File: config.mk
export PLATFORM = sky130hd
export DESIGN_NAME = thermal_pid_regulator_flat
export DESIGN_NICKNAME = d
export VERILOG_FILES = /design/src/design/tpr_pkg.sv /design/src/design/tpr_req_if.sv /design/src/design/tpr_rsp_if.sv /design/src/design/tpr_ram.sv /design/src/design/tpr_csr.sv /design/src/design/tpr_ctrl.sv /design/src/design/tpr_datapath.sv /design/src/design/thermal_pid_regulator.sv /design/src/flat_wrapper.sv
export SDC_FILE = /design/constraint.sdc
export NUM_CORES = 2
export LEC_CHECK = 0
export ABC_AREA = 0
export BUFFER_PORTS_ARGS = -buffer_cell sky130_fd_sc_hd__clkbuf_2
export CAP_MARGIN = 10
export CORE_MARGIN = 2
export CORE_UTILIZATION = 58
export CTS_CLUSTER_DIAMETER = 200
export DETAILED_ROUTE_END_ITERATION = 6
export PLACE_DENSITY = 0.85
export SLEW_MARGIN = 20
export SYNTH_ARGS = -nofsm -noshare
export SYNTH_HDL_FRONTEND = slang
export SYNTH_HIERARCHICAL = 1
export SYNTH_SLANG_ARGS = --single-unit
File: constraint.sdc
create_clock -name clock -period 8.18 [get_ports clock]
set_input_delay 1.227 -clock clock [delete_from_list [all_inputs] [get_ports clock]]
set_output_delay 1.227 -clock clock [all_outputs]
set_load 0.005 [all_outputs]
File: src/design/tpr_pkg.sv
package tpr_pkg;

   localparam int CFG_COUNT  = 8;
   localparam int CSR_ADDR_W = 5;
   localparam int CSR_DATA_W = 32;

   localparam int TEMP_W      = 15;
   localparam int ERR_W       = TEMP_W + 1;
   localparam int AVG_W       = TEMP_W + 1;
   localparam int DERIV_W     = AVG_W + 1;
   localparam int INTEG_W     = 24;
   localparam int GAIN_W      = 16;
   localparam int RATE_W      = 16;
   localparam int LIMIT_W     = 14;
   localparam int MUL_A_W     = INTEG_W;
   localparam int MUL_B_W     = GAIN_W + 1;
   localparam int PROD_W      = MUL_A_W + MUL_B_W;
   localparam int SUM_W       = PROD_W + 2;
   localparam int DRIVE_W     = 8;
   localparam int STATUS_W    = 2;
   localparam int ROUND_SHIFT = 12;

   localparam int DELAY_DEPTH      = 16;
   localparam int HEAD_W           = (DELAY_DEPTH > 1) ? $clog2(DELAY_DEPTH) : 1;
   localparam int DRIVE_RESOLUTION = 255;
   localparam int INTEGRAL_HIGH    = 65536;
   localparam int INTEGRAL_LOW     = -65536;
   localparam int DERIV_HIGH       = 1024;
   localparam int DERIV_LOW        = -1024;

   localparam logic REQ_RESET = 1'b1;

   typedef enum logic [2:0] {
      CFG_GAIN_P          = 3'd0,
      CFG_GAIN_I          = 3'd1,
      CFG_GAIN_D          = 3'd2,
      CFG_MAX_CHANGE_RATE = 3'd3,
      CFG_MAX_OVERHEAT    = 3'd4,
      CFG_MAX_TEMPERATURE = 3'd5,
      CFG_SHUTOFF_MARGIN  = 3'd6,
      CFG_INTEGRATOR_BAND = 3'd7
   } cfg_idx_type;

   typedef struct packed {
      logic        [GAIN_W-1:0]  gain_p;
      logic        [GAIN_W-1:0]  gain_i;
      logic        [GAIN_W-1:0]  gain_d;
      logic        [RATE_W-1:0]  max_change_rate;
      logic        [LIMIT_W-1:0] max_overheat;
      logic signed [TEMP_W-1:0]  max_temperature;
      logic        [LIMIT_W-1:0] shutoff_margin;
      logic        [LIMIT_W-1:0] integrator_band;
   } cfg_type;

   localparam cfg_type CFG_RESET = '{
      gain_p:          GAIN_W'(256),
      gain_i:          GAIN_W'(4),
      gain_d:          GAIN_W'(512),
      max_change_rate: RATE_W'(320),
      max_overheat:    LIMIT_W'(160),
      max_temperature: TEMP_W'(4000),
      shutoff_margin:  LIMIT_W'(80),
      integrator_band: LIMIT_W'(80)
   };

   typedef enum logic [STATUS_W-1:0] {
      STS_REGULATE   = 2'd0,
      STS_FAULT      = 2'd1,
      STS_SHUTOFF    = 2'd2,
      STS_RESET_DONE = 2'd3
   } rsp_status_type;

   typedef enum logic [1:0] {
      MUL_P,
      MUL_I,
      MUL_D
   } mul_sel_type;

   typedef enum logic [1:0] {
      ACC_HOLD,
      ACC_LOAD,
      ACC_ADD
   } acc_op_type;

   typedef enum logic [3:0] {
      ST_IDLE,
      ST_EVAL,
      ST_DERIV,
      ST_DECIDE,
      ST_MUL_P,
      ST_MUL_I,
      ST_MUL_D,
      ST_ACC,
      ST_ROUND,
      ST_DONE
   } state_type;

   typedef struct packed {
      logic           load;
      logic           read_ring;
      logic           calc_deriv;
      logic           refill;
      logic           advance;
      logic           regulate;
      mul_sel_type    mul_sel;
      acc_op_type     acc_op;
      logic           set_result;
      logic           use_acc;
      rsp_status_type result_code;
      logic           push;
   } dp_cmd_type;

   typedef struct packed {
      logic is_reset;
      logic fault;
      logic shutoff;
      logic slot_free;
   } dp_sts_type;

endpackage

File: src/design/tpr_req_if.sv
interface tpr_req_if import tpr_pkg::*; ();
   logic                     valid;
   logic                     ready;
   logic                     req_type;
   logic signed [TEMP_W-1:0] temperature;
   logic signed [TEMP_W-1:0] target;

   modport source (output valid, req_type, temperature, target, input ready);
   modport sink   (input valid, req_type, temperature, target, output ready);
endinterface

File: src/design/tpr_rsp_if.sv
interface tpr_rsp_if import tpr_pkg::*; ();
   logic                valid;
   logic                ready;
   logic [DRIVE_W-1:0]  drive;
   logic [STATUS_W-1:0] status;

   modport source (output valid, drive, status, input ready);
   modport sink   (input valid, drive, status, output ready);
endinterface

File: src/design/tpr_ram.sv
module tpr_ram #(
   parameter int WIDTH = 16,
   parameter int DEPTH = 16
) (
   input  logic                                       clock,
   input  logic                                       wr_en,
   input  logic [((DEPTH > 1) ? $clog2(DEPTH) : 1)-1:0] wr_addr,
   input  logic [WIDTH-1:0]                           wr_data,
   input  logic                                       rd_en,
   input  logic [((DEPTH > 1) ? $clog2(DEPTH) : 1)-1:0] rd_addr,
   output logic [WIDTH-1:0]                           rd_data
);

   logic [WIDTH-1:0] mem_ff [DEPTH];
   logic [WIDTH-1:0] rd_data_ff;

   always_ff @(posedge clock) begin
      if (wr_en) begin
         mem_ff[wr_addr] <= wr_data;
      end
      if (rd_en) begin
         rd_data_ff <= mem_ff[rd_addr];
      end
   end

   assign rd_data = rd_data_ff;

endmodule

File: src/design/tpr_csr.sv
module tpr_csr import tpr_pkg::*; (
   input  logic                  clock,
   input  logic                  reset,
   input  logic                  psel,
   input  logic                  penable,
   input  logic                  pwrite,
   input  logic [CSR_ADDR_W-1:0] paddr,
   input  logic [CSR_DATA_W-1:0] pwdata,
   output logic [CSR_DATA_W-1:0] prdata,
   output logic                  pready,
   output cfg_type               cfg
);

   cfg_type     cfg_ff;
   cfg_type     cfg_in;
   cfg_idx_type idx;
   logic        wr_en;

   assign idx    = cfg_idx_type'(paddr[CSR_ADDR_W-1:2]);
   assign wr_en  = psel & penable & pwrite;
   assign pready = 1'b1;
   assign cfg    = cfg_ff;

   always_comb begin
      cfg_in = cfg_ff;
      if (wr_en) begin
         unique case (idx)
            CFG_GAIN_P:          cfg_in.gain_p          = pwdata[GAIN_W-1:0];
            CFG_GAIN_I:          cfg_in.gain_i          = pwdata[GAIN_W-1:0];
            CFG_GAIN_D:          cfg_in.gain_d          = pwdata[GAIN_W-1:0];
            CFG_MAX_CHANGE_RATE: cfg_in.max_change_rate = pwdata[RATE_W-1:0];
            CFG_MAX_OVERHEAT:    cfg_in.max_overheat    = pwdata[LIMIT_W-1:0];
            CFG_MAX_TEMPERATURE: cfg_in.max_temperature = $signed(pwdata[TEMP_W-1:0]);
            CFG_SHUTOFF_MARGIN:  cfg_in.shutoff_margin  = pwdata[LIMIT_W-1:0];
            CFG_INTEGRATOR_BAND: cfg_in.integrator_band = pwdata[LIMIT_W-1:0];
            default:             cfg_in = cfg_ff;
         endcase
      end
   end

   always_comb begin
      unique case (idx)
         CFG_GAIN_P:          prdata = CSR_DATA_W'(cfg_ff.gain_p);
         CFG_GAIN_I:          prdata = CSR_DATA_W'(cfg_ff.gain_i);
         CFG_GAIN_D:          prdata = CSR_DATA_W'(cfg_ff.gain_d);
         CFG_MAX_CHANGE_RATE: prdata = CSR_DATA_W'(cfg_ff.max_change_rate);
         CFG_MAX_OVERHEAT:    prdata = CSR_DATA_W'(cfg_ff.max_overheat);
         CFG_MAX_TEMPERATURE: prdata = {{(CSR_DATA_W-TEMP_W){1'b0}}, cfg_ff.max_temperature};
         CFG_SHUTOFF_MARGIN:  prdata = CSR_DATA_W'(cfg_ff.shutoff_margin);
         CFG_INTEGRATOR_BAND: prdata = CSR_DATA_W'(cfg_ff.integrator_band);
         default:             prdata = '0;
      endcase
   end

   always_ff @(posedge clock) begin
      if (reset) begin
         cfg_ff <= CFG_RESET;
      end else begin
         cfg_ff <= cfg_in;
      end
   end

endmodule

File: src/design/tpr_ctrl.sv
module tpr_ctrl import tpr_pkg::*; (
   input  logic       clock,
   input  logic       reset,
   input  logic       req_valid,
   output logic       req_ready,
   input  dp_sts_type sts,
   output dp_cmd_type cmd
);

   state_type state_ff;
   state_type state_in;

   always_ff @(posedge clock) begin
      if (reset) begin
         state_ff <= ST_IDLE;
      end else begin
         state_ff <= state_in;
      end
   end

   always_comb begin
      state_in  = state_ff;
      cmd       = '0;
      req_ready = 1'b0;
      unique case (state_ff)
         ST_IDLE: begin
            req_ready = 1'b1;
            if (req_valid) begin
               cmd.load = 1'b1;
               state_in = ST_EVAL;
            end
         end
         ST_EVAL: begin
            if (sts.is_reset) begin
               cmd.refill      = 1'b1;
               cmd.set_result  = 1'b1;
               cmd.result_code = STS_RESET_DONE;
               state_in        = ST_DONE;
            end else begin
               cmd.read_ring = 1'b1;
               state_in      = ST_DERIV;
            end
         end
         ST_DERIV: begin
            cmd.calc_deriv = 1'b1;
            state_in       = ST_DECIDE;
         end
         ST_DECIDE: begin
            priority if (sts.fault) begin
               cmd.advance     = 1'b1;
               cmd.set_result  = 1'b1;
               cmd.result_code = STS_FAULT;
               state_in        = ST_DONE;
            end else if (sts.shutoff) begin
               cmd.refill      = 1'b1;
               cmd.set_result  = 1'b1;
               cmd.result_code = STS_SHUTOFF;
               state_in        = ST_DONE;
            end else begin
               cmd.advance  = 1'b1;
               cmd.regulate = 1'b1;
               state_in     = ST_MUL_P;
            end
         end
         ST_MUL_P: begin
            cmd.mul_sel = MUL_P;
            state_in    = ST_MUL_I;
         end
         ST_MUL_I: begin
            cmd.mul_sel = MUL_I;
            cmd.acc_op  = ACC_LOAD;
            state_in    = ST_MUL_D;
         end
         ST_MUL_D: begin
            cmd.mul_sel = MUL_D;
            cmd.acc_op  = ACC_ADD;
            state_in    = ST_ACC;
         end
         ST_ACC: begin
            cmd.acc_op = ACC_ADD;
            state_in   = ST_ROUND;
         end
         ST_ROUND: begin
            cmd.set_result  = 1'b1;
            cmd.use_acc     = 1'b1;
            cmd.result_code = STS_REGULATE;
            state_in        = ST_DONE;
         end
         ST_DONE: begin
            if (sts.slot_free) begin
               cmd.push = 1'b1;
               state_in = ST_IDLE;
            end
         end
         default: state_in = ST_IDLE;
      endcase
   end

endmodule

File: src/design/tpr_datapath.sv
module tpr_datapath import tpr_pkg::*; (
   input  logic                     clock,
   input  logic                     reset,
   input  cfg_type                  cfg,
   input  dp_cmd_type               cmd,
   output dp_sts_type               sts,
   input  logic                     req_type,
   input  logic signed [TEMP_W-1:0] temperature,
   input  logic signed [TEMP_W-1:0] target,
   input  logic                     rsp_ready,
   output logic                     rsp_valid,
   output logic [DRIVE_W-1:0]       drive,
   output logic [STATUS_W-1:0]      status
);

   localparam logic signed [DERIV_W-1:0] D_HI = DERIV_W'(DERIV_HIGH);
   localparam logic signed [DERIV_W-1:0] D_LO = DERIV_W'(DERIV_LOW);
   localparam logic signed [INTEG_W:0]   I_HI = (INTEG_W+1)'(INTEGRAL_HIGH);
   localparam logic signed [INTEG_W:0]   I_LO = (INTEG_W+1)'(INTEGRAL_LOW);
   localparam logic signed [SUM_W-1:0]   RND  = SUM_W'(1) <<< (ROUND_SHIFT - 1);
   localparam logic signed [SUM_W-1:0]   RES  = SUM_W'(DRIVE_RESOLUTION);

   logic                      req_type_ff;
   logic signed [TEMP_W-1:0]  temp_ff;
   logic signed [TEMP_W-1:0]  tgt_ff;
   logic signed [TEMP_W-1:0]  prev_ff;
   logic signed [TEMP_W-1:0]  prev_in;
   logic signed [ERR_W-1:0]   err_ff;
   logic signed [AVG_W-1:0]   avg_ff;
   logic signed [AVG_W-1:0]   fill_ff;
   logic signed [AVG_W-1:0]   fill_in;
   logic [DELAY_DEPTH-1:0]    vld_ff;
   logic [DELAY_DEPTH-1:0]    vld_in;
   logic                      rd_vld_ff;
   logic [HEAD_W-1:0]         head_ff;
   logic [HEAD_W-1:0]         head_in;
   logic signed [DERIV_W-1:0] deriv_ff;
   logic signed [DERIV_W-1:0] deriv_in;
   logic signed [INTEG_W-1:0] integ_ff;
   logic signed [INTEG_W-1:0] integ_in;
   logic signed [PROD_W-1:0]  prod_ff;
   logic signed [SUM_W-1:0]   acc_ff;
   logic [DRIVE_W-1:0]        res_drive_ff;
   rsp_status_type            res_code_ff;
   logic [DRIVE_W-1:0]        out_drive_ff;
   rsp_status_type            out_code_ff;
   logic                      out_vld_ff;

   logic [AVG_W-1:0]          ring_rd;
   logic signed [AVG_W-1:0]   ring_val;
   logic signed [ERR_W-1:0]   err_calc;
   logic signed [AVG_W-1:0]   avg_calc;
   logic signed [DERIV_W-1:0] deriv_calc;
   logic signed [DERIV_W-1:0] deriv_clamped;
   logic [DERIV_W-1:0]        deriv_mag;
   logic [ERR_W-1:0]          err_mag;
   logic signed [ERR_W:0]     overheat_sum;
   logic signed [ERR_W:0]     shutoff_sum;
   logic                      in_band;
   logic signed [INTEG_W:0]   integ_sum;
   logic signed [INTEG_W-1:0] integ_clamped;
   logic signed [MUL_A_W-1:0] mul_a;
   logic signed [MUL_B_W-1:0] mul_b;
   logic signed [SUM_W-1:0]   acc_rnd;
   logic signed [SUM_W-1:0]   acc_shift;
   logic [DRIVE_W-1:0]        drive_calc;

   tpr_ram #(
      .WIDTH (AVG_W),
      .DEPTH (DELAY_DEPTH)
   ) u_ring (
      .clock   (clock),
      .wr_en   (cmd.advance),
      .wr_addr (head_ff),
      .wr_data (avg_ff),
      .rd_en   (cmd.read_ring),
      .rd_addr (head_ff),
      .rd_data (ring_rd)
   );

   assign err_calc   = ERR_W'(tgt_ff) - ERR_W'(temp_ff);
   assign avg_calc   = AVG_W'(temp_ff) + AVG_W'(prev_ff);
   assign ring_val   = rd_vld_ff ? $signed(ring_rd) : fill_ff;
   assign deriv_calc = DERIV_W'(ring_val) - DERIV_W'(avg_ff);

   assign deriv_mag    = deriv_ff[DERIV_W-1] ? DERIV_W'(-deriv_ff) : DERIV_W'(deriv_ff);
   assign err_mag      = err_ff[ERR_W-1] ? ERR_W'(-err_ff) : ERR_W'(err_ff);
   assign overheat_sum = (ERR_W+1)'(err_ff) + $signed({1'b0, (ERR_W)'(cfg.max_overheat)});
   assign shutoff_sum  = (ERR_W+1)'(err_ff) + $signed({1'b0, (ERR_W)'(cfg.shutoff_margin)});
   assign in_band      = err_mag < ERR_W'(cfg.integrator_band);

   assign sts.is_reset  = (req_type_ff == REQ_RESET);
   assign sts.fault     = (deriv_mag > DERIV_W'(cfg.max_change_rate)) ||
                          overheat_sum[ERR_W] ||
                          (temp_ff > cfg.max_temperature);
   assign sts.shutoff   = shutoff_sum[ERR_W];
   assign sts.slot_free = !out_vld_ff || rsp_ready;

   always_comb begin
      if (deriv_ff > D_HI) begin
         deriv_clamped = D_HI;
      end else if (deriv_ff < D_LO) begin
         deriv_clamped = D_LO;
      end else begin
         deriv_clamped = deriv_ff;
      end
   end

   assign integ_sum = (INTEG_W+1)'(integ_ff) + (INTEG_W+1)'(err_ff);

   always_comb begin
      if (integ_sum > I_HI) begin
         integ_clamped = INTEG_W'(I_HI);
      end else if (integ_sum < I_LO) begin
         integ_clamped = INTEG_W'(I_LO);
      end else begin
         integ_clamped = INTEG_W'(integ_sum);
      end
   end

   always_comb begin
      deriv_in = deriv_ff;
      if (cmd.calc_deriv) begin
         deriv_in = deriv_calc;
      end else if (cmd.regulate) begin
         deriv_in = deriv_clamped;
      end
   end

   always_comb begin
      integ_in = integ_ff;
      prev_in  = prev_ff;
      fill_in  = fill_ff;
      vld_in   = vld_ff;
      head_in  = head_ff;
      if (cmd.refill) begin
         integ_in = '0;
         prev_in  = temp_ff;
         fill_in  = AVG_W'({temp_ff, 1'b0});
         vld_in   = '0;
         head_in  = '0;
      end else if (cmd.advance) begin
         prev_in         = temp_ff;
         vld_in[head_ff] = 1'b1;
         head_in         = (head_ff == HEAD_W'(DELAY_DEPTH - 1)) ? '0 : head_ff + 1'b1;
         if (cmd.regulate && in_band) begin
            integ_in = integ_clamped;
         end
      end
   end

   always_comb begin
      unique case (cmd.mul_sel)
         MUL_P:   mul_a = MUL_A_W'(err_ff);
         MUL_I:   mul_a = integ_ff;
         MUL_D:   mul_a = MUL_A_W'(deriv_ff);
         default: mul_a = '0;
      endcase
   end

   always_comb begin
      unique case (cmd.mul_sel)
         MUL_P:   mul_b = $signed({1'b0, cfg.gain_p});
         MUL_I:   mul_b = $signed({1'b0, cfg.gain_i});
         MUL_D:   mul_b = $signed({1'b0, cfg.gain_d});
         default: mul_b = '0;
      endcase
   end

   assign acc_rnd   = acc_ff + RND;
   assign acc_shift = acc_rnd >>> ROUND_SHIFT;

   always_comb begin
      if (acc_ff[SUM_W-1]) begin
         drive_calc = '0;
      end else if (acc_shift > RES) begin
         drive_calc = DRIVE_W'(DRIVE_RESOLUTION);
      end else begin
         drive_calc = DRIVE_W'(acc_shift);
      end
   end

   always_ff @(posedge clock) begin
      if (cmd.load) begin
         req_type_ff <= req_type;
         temp_ff     <= temperature;
         tgt_ff      <= target;
      end
      if (cmd.read_ring) begin
         err_ff    <= err_calc;
         avg_ff    <= avg_calc;
         rd_vld_ff <= vld_ff[head_ff];
      end
      deriv_ff <= deriv_in;
      prod_ff  <= mul_a * mul_b;
      unique case (cmd.acc_op)
         ACC_LOAD: acc_ff <= SUM_W'(prod_ff);
         ACC_ADD:  acc_ff <= acc_ff + SUM_W'(prod_ff);
         default:  acc_ff <= acc_ff;
      endcase
      if (cmd.set_result) begin
         res_drive_ff <= cmd.use_acc ? drive_calc : '0;
         res_code_ff  <= cmd.result_code;
      end
      if (cmd.push) begin
         out_drive_ff <= res_drive_ff;
         out_code_ff  <= res_code_ff;
      end
   end

   always_ff @(posedge clock) begin
      if (reset) begin
         integ_ff   <= '0;
         prev_ff    <= '0;
         fill_ff    <= '0;
         vld_ff     <= '0;
         head_ff    <= '0;
         out_vld_ff <= 1'b0;
      end else begin
         integ_ff <= integ_in;
         prev_ff  <= prev_in;
         fill_ff  <= fill_in;
         vld_ff   <= vld_in;
         head_ff  <= head_in;
         if (cmd.push) begin
            out_vld_ff <= 1'b1;
         end else if (rsp_ready) begin
            out_vld_ff <= 1'b0;
         end
      end
   end

   assign rsp_valid = out_vld_ff;
   assign drive     = out_drive_ff;
   assign status    = out_code_ff;

endmodule

File: src/design/thermal_pid_regulator.sv
// Temperature PID regulator. Each req transaction is one sample: a regulate request
// (req_type 0) returns a drive level from the PID sum of the error, a band-gated clamped
// integral and a derivative taken over a 16-deep ring of two-sample averages; a reset
// request (req_type 1) reloads the ring and previous sample from the given temperature
// and clears the integral. Exactly one rsp transaction follows each request. One request
// is worked at a time: the next one is accepted only after the last one's response has
// gone into the rsp register, which waits while that register stays full; a regulate
// request's three gain products go through one shared 24x17 multiplier in turn. Ring
// entries carry valid bits and read back the reload value until rewritten. Registers sit
// on the APB port at byte offsets 4*i and are to be written only while no request is
// in flight; the user is bound by this, and the block itself does not enforce it.
module thermal_pid_regulator import tpr_pkg::*; (
   input  logic                  clock,
   input  logic                  reset,
   tpr_req_if.sink               req_chan,
   tpr_rsp_if.source             rsp_chan,
   input  logic                  psel,
   input  logic                  penable,
   input  logic                  pwrite,
   input  logic [CSR_ADDR_W-1:0] paddr,
   input  logic [CSR_DATA_W-1:0] pwdata,
   output logic [CSR_DATA_W-1:0] prdata,
   output logic                  pready
);

   cfg_type    cfg;
   dp_cmd_type cmd;
   dp_sts_type sts;

   tpr_csr u_csr (
      .clock   (clock),
      .reset   (reset),
      .psel    (psel),
      .penable (penable),
      .pwrite  (pwrite),
      .paddr   (paddr),
      .pwdata  (pwdata),
      .prdata  (prdata),
      .pready  (pready),
      .cfg     (cfg)
   );

   tpr_ctrl u_ctrl (
      .clock     (clock),
      .reset     (reset),
      .req_valid (req_chan.valid),
      .req_ready (req_chan.ready),
      .sts       (sts),
      .cmd       (cmd)
   );

   tpr_datapath u_datapath (
      .clock       (clock),
      .reset       (reset),
      .cfg         (cfg),
      .cmd         (cmd),
      .sts         (sts),
      .req_type    (req_chan.req_type),
      .temperature (req_chan.temperature),
      .target      (req_chan.target),
      .rsp_ready   (rsp_chan.ready),
      .rsp_valid   (rsp_chan.valid),
      .drive       (rsp_chan.drive),
      .status      (rsp_chan.status)
   );

endmodule

File: src/flat_wrapper.sv
// flat-port wrapper written by rule: the top's interface ports become plain ports
module thermal_pid_regulator_flat import tpr_pkg::*;
  (clock, reset, psel, penable, pwrite, paddr, pwdata, prdata, pready, req_chan_valid, req_chan_req_type, req_chan_temperature, req_chan_target, req_chan_ready, rsp_chan_valid, rsp_chan_drive, rsp_chan_status, rsp_chan_ready);
  tpr_req_if req_chan_i ();
  tpr_rsp_if rsp_chan_i ();
  input  logic clock;
  input  logic reset;
  input  logic psel;
  input  logic penable;
  input  logic pwrite;
  input  logic [CSR_ADDR_W-1:0] paddr;
  input  logic [CSR_DATA_W-1:0] pwdata;
  output logic [CSR_DATA_W-1:0] prdata;
  output logic pready;
  input wire logic [$bits(req_chan_i.valid)-1:0] req_chan_valid;
  input wire logic [$bits(req_chan_i.req_type)-1:0] req_chan_req_type;
  input wire logic [$bits(req_chan_i.temperature)-1:0] req_chan_temperature;
  input wire logic [$bits(req_chan_i.target)-1:0] req_chan_target;
  output wire logic [$bits(req_chan_i.ready)-1:0] req_chan_ready;
  output wire logic [$bits(rsp_chan_i.valid)-1:0] rsp_chan_valid;
  output wire logic [$bits(rsp_chan_i.drive)-1:0] rsp_chan_drive;
  output wire logic [$bits(rsp_chan_i.status)-1:0] rsp_chan_status;
  input wire logic [$bits(rsp_chan_i.ready)-1:0] rsp_chan_ready;
  assign req_chan_i.valid = req_chan_valid;
  assign req_chan_i.req_type = req_chan_req_type;
  assign req_chan_i.temperature = req_chan_temperature;
  assign req_chan_i.target = req_chan_target;
  assign req_chan_ready = req_chan_i.ready;
  assign rsp_chan_valid = rsp_chan_i.valid;
  assign rsp_chan_drive = rsp_chan_i.drive;
  assign rsp_chan_status = rsp_chan_i.status;
  assign rsp_chan_i.ready = rsp_chan_ready;
  thermal_pid_regulator u_core (.clock(clock), .reset(reset), .req_chan(req_chan_i), .rsp_chan(rsp_chan_i), .psel(psel), .penable(penable), .pwrite(pwrite), .paddr(paddr), .pwdata(pwdata), .prdata(prdata), .pready(pready));
endmodule
==> out/qor.csv <==
metric,value,unit
outcome,"complete, but fails checks",
violations,DRC,
worst-path-max-fanout,20,
cts_sinks,657,
p_clk_share,36.8,%
final_layout_size_suffix_gt1_share,11.1,%
grt_pass1_wl,206000,um
worstSetupPathType,reg2reg,
avgRoutedWirePerCell,22.3,um
grt_max_degree,67,
cp_data_arrival_time,8.44,ns
firstDrtPassIters,7,
drc,2,
cp.required,8.69,ns
intPower,6.40,mW
synthSimpleGateAreaFrac,12.6,%
path_common_cell,fa_1,
nFillCells,6011,
finalSetupViolCount,0,
ioPinCount,120,
netlist_area,47900,sq um
start_kind,flop,
ir_worst_vdd,0.247,mV
yosys.area_share.adder,23.6,%
clock_path_buffers,3,
synthMuxAreaShare,6.40,%
hpwlAfterDp,94400,um
vias_per_cell,6.25,
synth_top_family_by_area,adder cells,
hold_violations,0,
worst_slew_pin_slew,1.20,ns
place_area,49900,sq um
crit_slowest_cell,fa_1,
powerDensity,174,nW/um^2
slew_violations,0,
final_common_cell,inv_1,
ys_warn_count,6,
cts_tree,yes,
worst_setup_path_end_kind,flop,
synth_top_area_cell,edfxtp_1,
period_needed,7.94,ns
seqPwrFrac,42.6,%
whs,0.420,ns
ant_nets,0,
mostFrequentLayoutCells,"inv_1, nand2_1, edfxtp_1, fa_1, nor2_1",
ys.flop_type,edfxtp_1,
design.die.area,84900,sq um
timing.slew.headroom,19.9,%
min_path_type,reg2reg,
vias,37100,
synthArstFlopShare,0,%
worst_skew_pair.late_latency,0.67,ns
max_stage_delay,0.57,ns
fmax,0.126,GHz
p_leak,22.2,nW
coreArea,82000,sq um
switching_share,30.0,%
synth_compound_area_share,11.6,%
track_usage,31.0,%
die_h,291,um
clkTransAtPathRegs,0.06,ns
cts_buffers,70,
synth-xor-area-share,2.82,%
stdcell_area,52600,sq um
synth_area_leaders,"edfxtp_1, fa_1, dfxtp_1, ha_1, inv_1",
finClkSkew,0.0539,ns
grt_antenna_before_repair,3,
grt_pass1_vias,37400,
port_buffers,84,
power_switching,2.74,mW
cap_violations,0,
htree_levels,3,
p_comb_share,20.6,%
synth-seq-cells,657,
start_util,58.4,%
nets,5559,
die_x,291,um
synth.top_cell.area_share,26.1,%
syn_to_final_growth,9.73,%
row_count,105,
syn_area_per_cell,10.2,sq um
synth_edf_count,416,
cts_hold_buf,0,
root_buffer,clkbuf_16,
ys_types,92,
syn_inst,4706,
period_share,97.0,%
drtIter0Drc,4225,
gp_congestion,0.987,
synth-seq-area-share,36.1,%
routed_wl,132000,um
overflow,0,
-- cells in the mapped netlist, types with 27 or more instances --
master,n
inv_1,607
nand2_1,601
edfxtp_1,416
fa_1,382
nor2_1,349
ha_1,291
a21oi_1,289
dfxtp_1,241
clkbuf_1,135
o21ai_0,132
xnor2_1,106
a21o_1,88
mux2_2,65
mux2i_1,65
mux4_2,61
nand3_1,56
o21a_1,54
nor3_1,48
xor2_1,48
nor2b_1,47
a22oi_1,36
nand2b_1,36
a22o_1,33
nand4_1,33
buf_2,31
buf_4,28
and3_1,27
-- area by class of cell --
class                   instances  area [sq um]  share of cell area [%]
well taps                    1070          1340                    2.55
clock inverters                40           586                    1.11
inverters                     607          2280                    4.33
multi-input cells            3243         27500                    52.3
repair buffers                232          1650                    3.14
flip-flops and latches        657         17300                    33.0
clock buffers                  87          1890                    3.59
diodes                          1          2.50                 0.00476
-- registers in the layout, summed over array words and instances, names as in the netlist, 16 cells and up --
register                          count
u_core/u_csr/cfg                    121
u_core/u_datapath/acc_ff             43
u_core/u_datapath/avg_ff             16
u_core/u_datapath/deriv_ff           17
u_core/u_datapath/err_ff             16
u_core/u_datapath/integ_ff           24
u_core/u_datapath/prod_ff            41
u_core/u_datapath/u_ring/mem_ff     256
u_core/u_datapath/u_ring/rd_data     16
u_core/u_datapath/vld_ff             16
-- layer usage --
metal  track usage (%)  part of all wire (%)  routed length, um  vias up
li1                  -                     -                  -    16300
met1              39.0                    36              47800    17900
met2              51.6                    47              62600     2384
met3              5.50                    11              13900      558
met4              15.8                   6.1               8110        4
met5                 0                 0.027                 36        -
-- metrics by stage --
step	cells	setup slack [ns]	utilization [%]	setup TNS, ns	power, mW
after floorplan	4721	0.0313	-	0	5.21
after global routing	5936	-0.0431	64.1	-0.138	9.49
after CTS	5923	0.0363	63.8	0	9.12
final	5937	0.243	64.1	0	9.14
after global placement	5796	0.135	60.8	0	5.68
after detailed placement	5796	-0.0255	60.8	-0.0255	5.75
-- worst max-delay path: cells and delay by family (launching register included) --
family / cells / cell delay (ns)
adder cells (fa/ha/maj): 7 / 3.50
AO/OA/AOI/OAI: 9 / 1.91
buffers and inverters: 8 / 1.05
AND/OR/NAND/NOR: 5 / 0.87
flip-flops: 1 / 0.31
XOR/XNOR: 1 / 0.15
-- repair_timing --
item	in CTS	in global routing
cloned	0	3
gates resized for setup	1	24
pin swaps	0	6
setup buffers	0	10
setup endpoints to repair	1	10
-- power by group through the flow --
stage	Combinational, mW	Clock, mW	Sequential [mW]
after global routing	2.06	3.52	3.90
after global placement	1.73	0	3.94
final	1.88	3.37	3.89
after floorplan	1.33	0	3.88
after detailed placement	1.80	0	3.95
after CTS	1.83	3.40	3.89
-- kinds of logic (layout without fill, tap and decap cells) --
logic type	after synthesis	in the layout
other	2	18
adders and majority gates	673	673
xor gates and xnor gates	154	154
AOI/OAI and AO/OA	858	858
DFF	657	657
buffers and inverters	821	966
muxes	205	205
and+or+nand+nor	1336	1336
-- path summary, 6_finish.rpt --
path | from | endpoint | slack (ns) | depth (start not counted)
worst max-delay path | u_core/u_ctrl/state_ff[1] | u_core/u_datapath/prod_ff[38] | 0.24 | 30
worst min-delay path | u_core/u_datapath/res_drive_ff[0] | u_core/u_datapath/drive[0] | 0.42 | 0
worst max register to register | u_core/u_ctrl/state_ff[1] | u_core/u_datapath/prod_ff[38] | 0.24 | 30
worst min register to register | u_core/u_datapath/res_drive_ff[0] | u_core/u_datapath/drive[0] | 0.42 | 0
No activity file was read; power rests on OpenSTA's default activity.
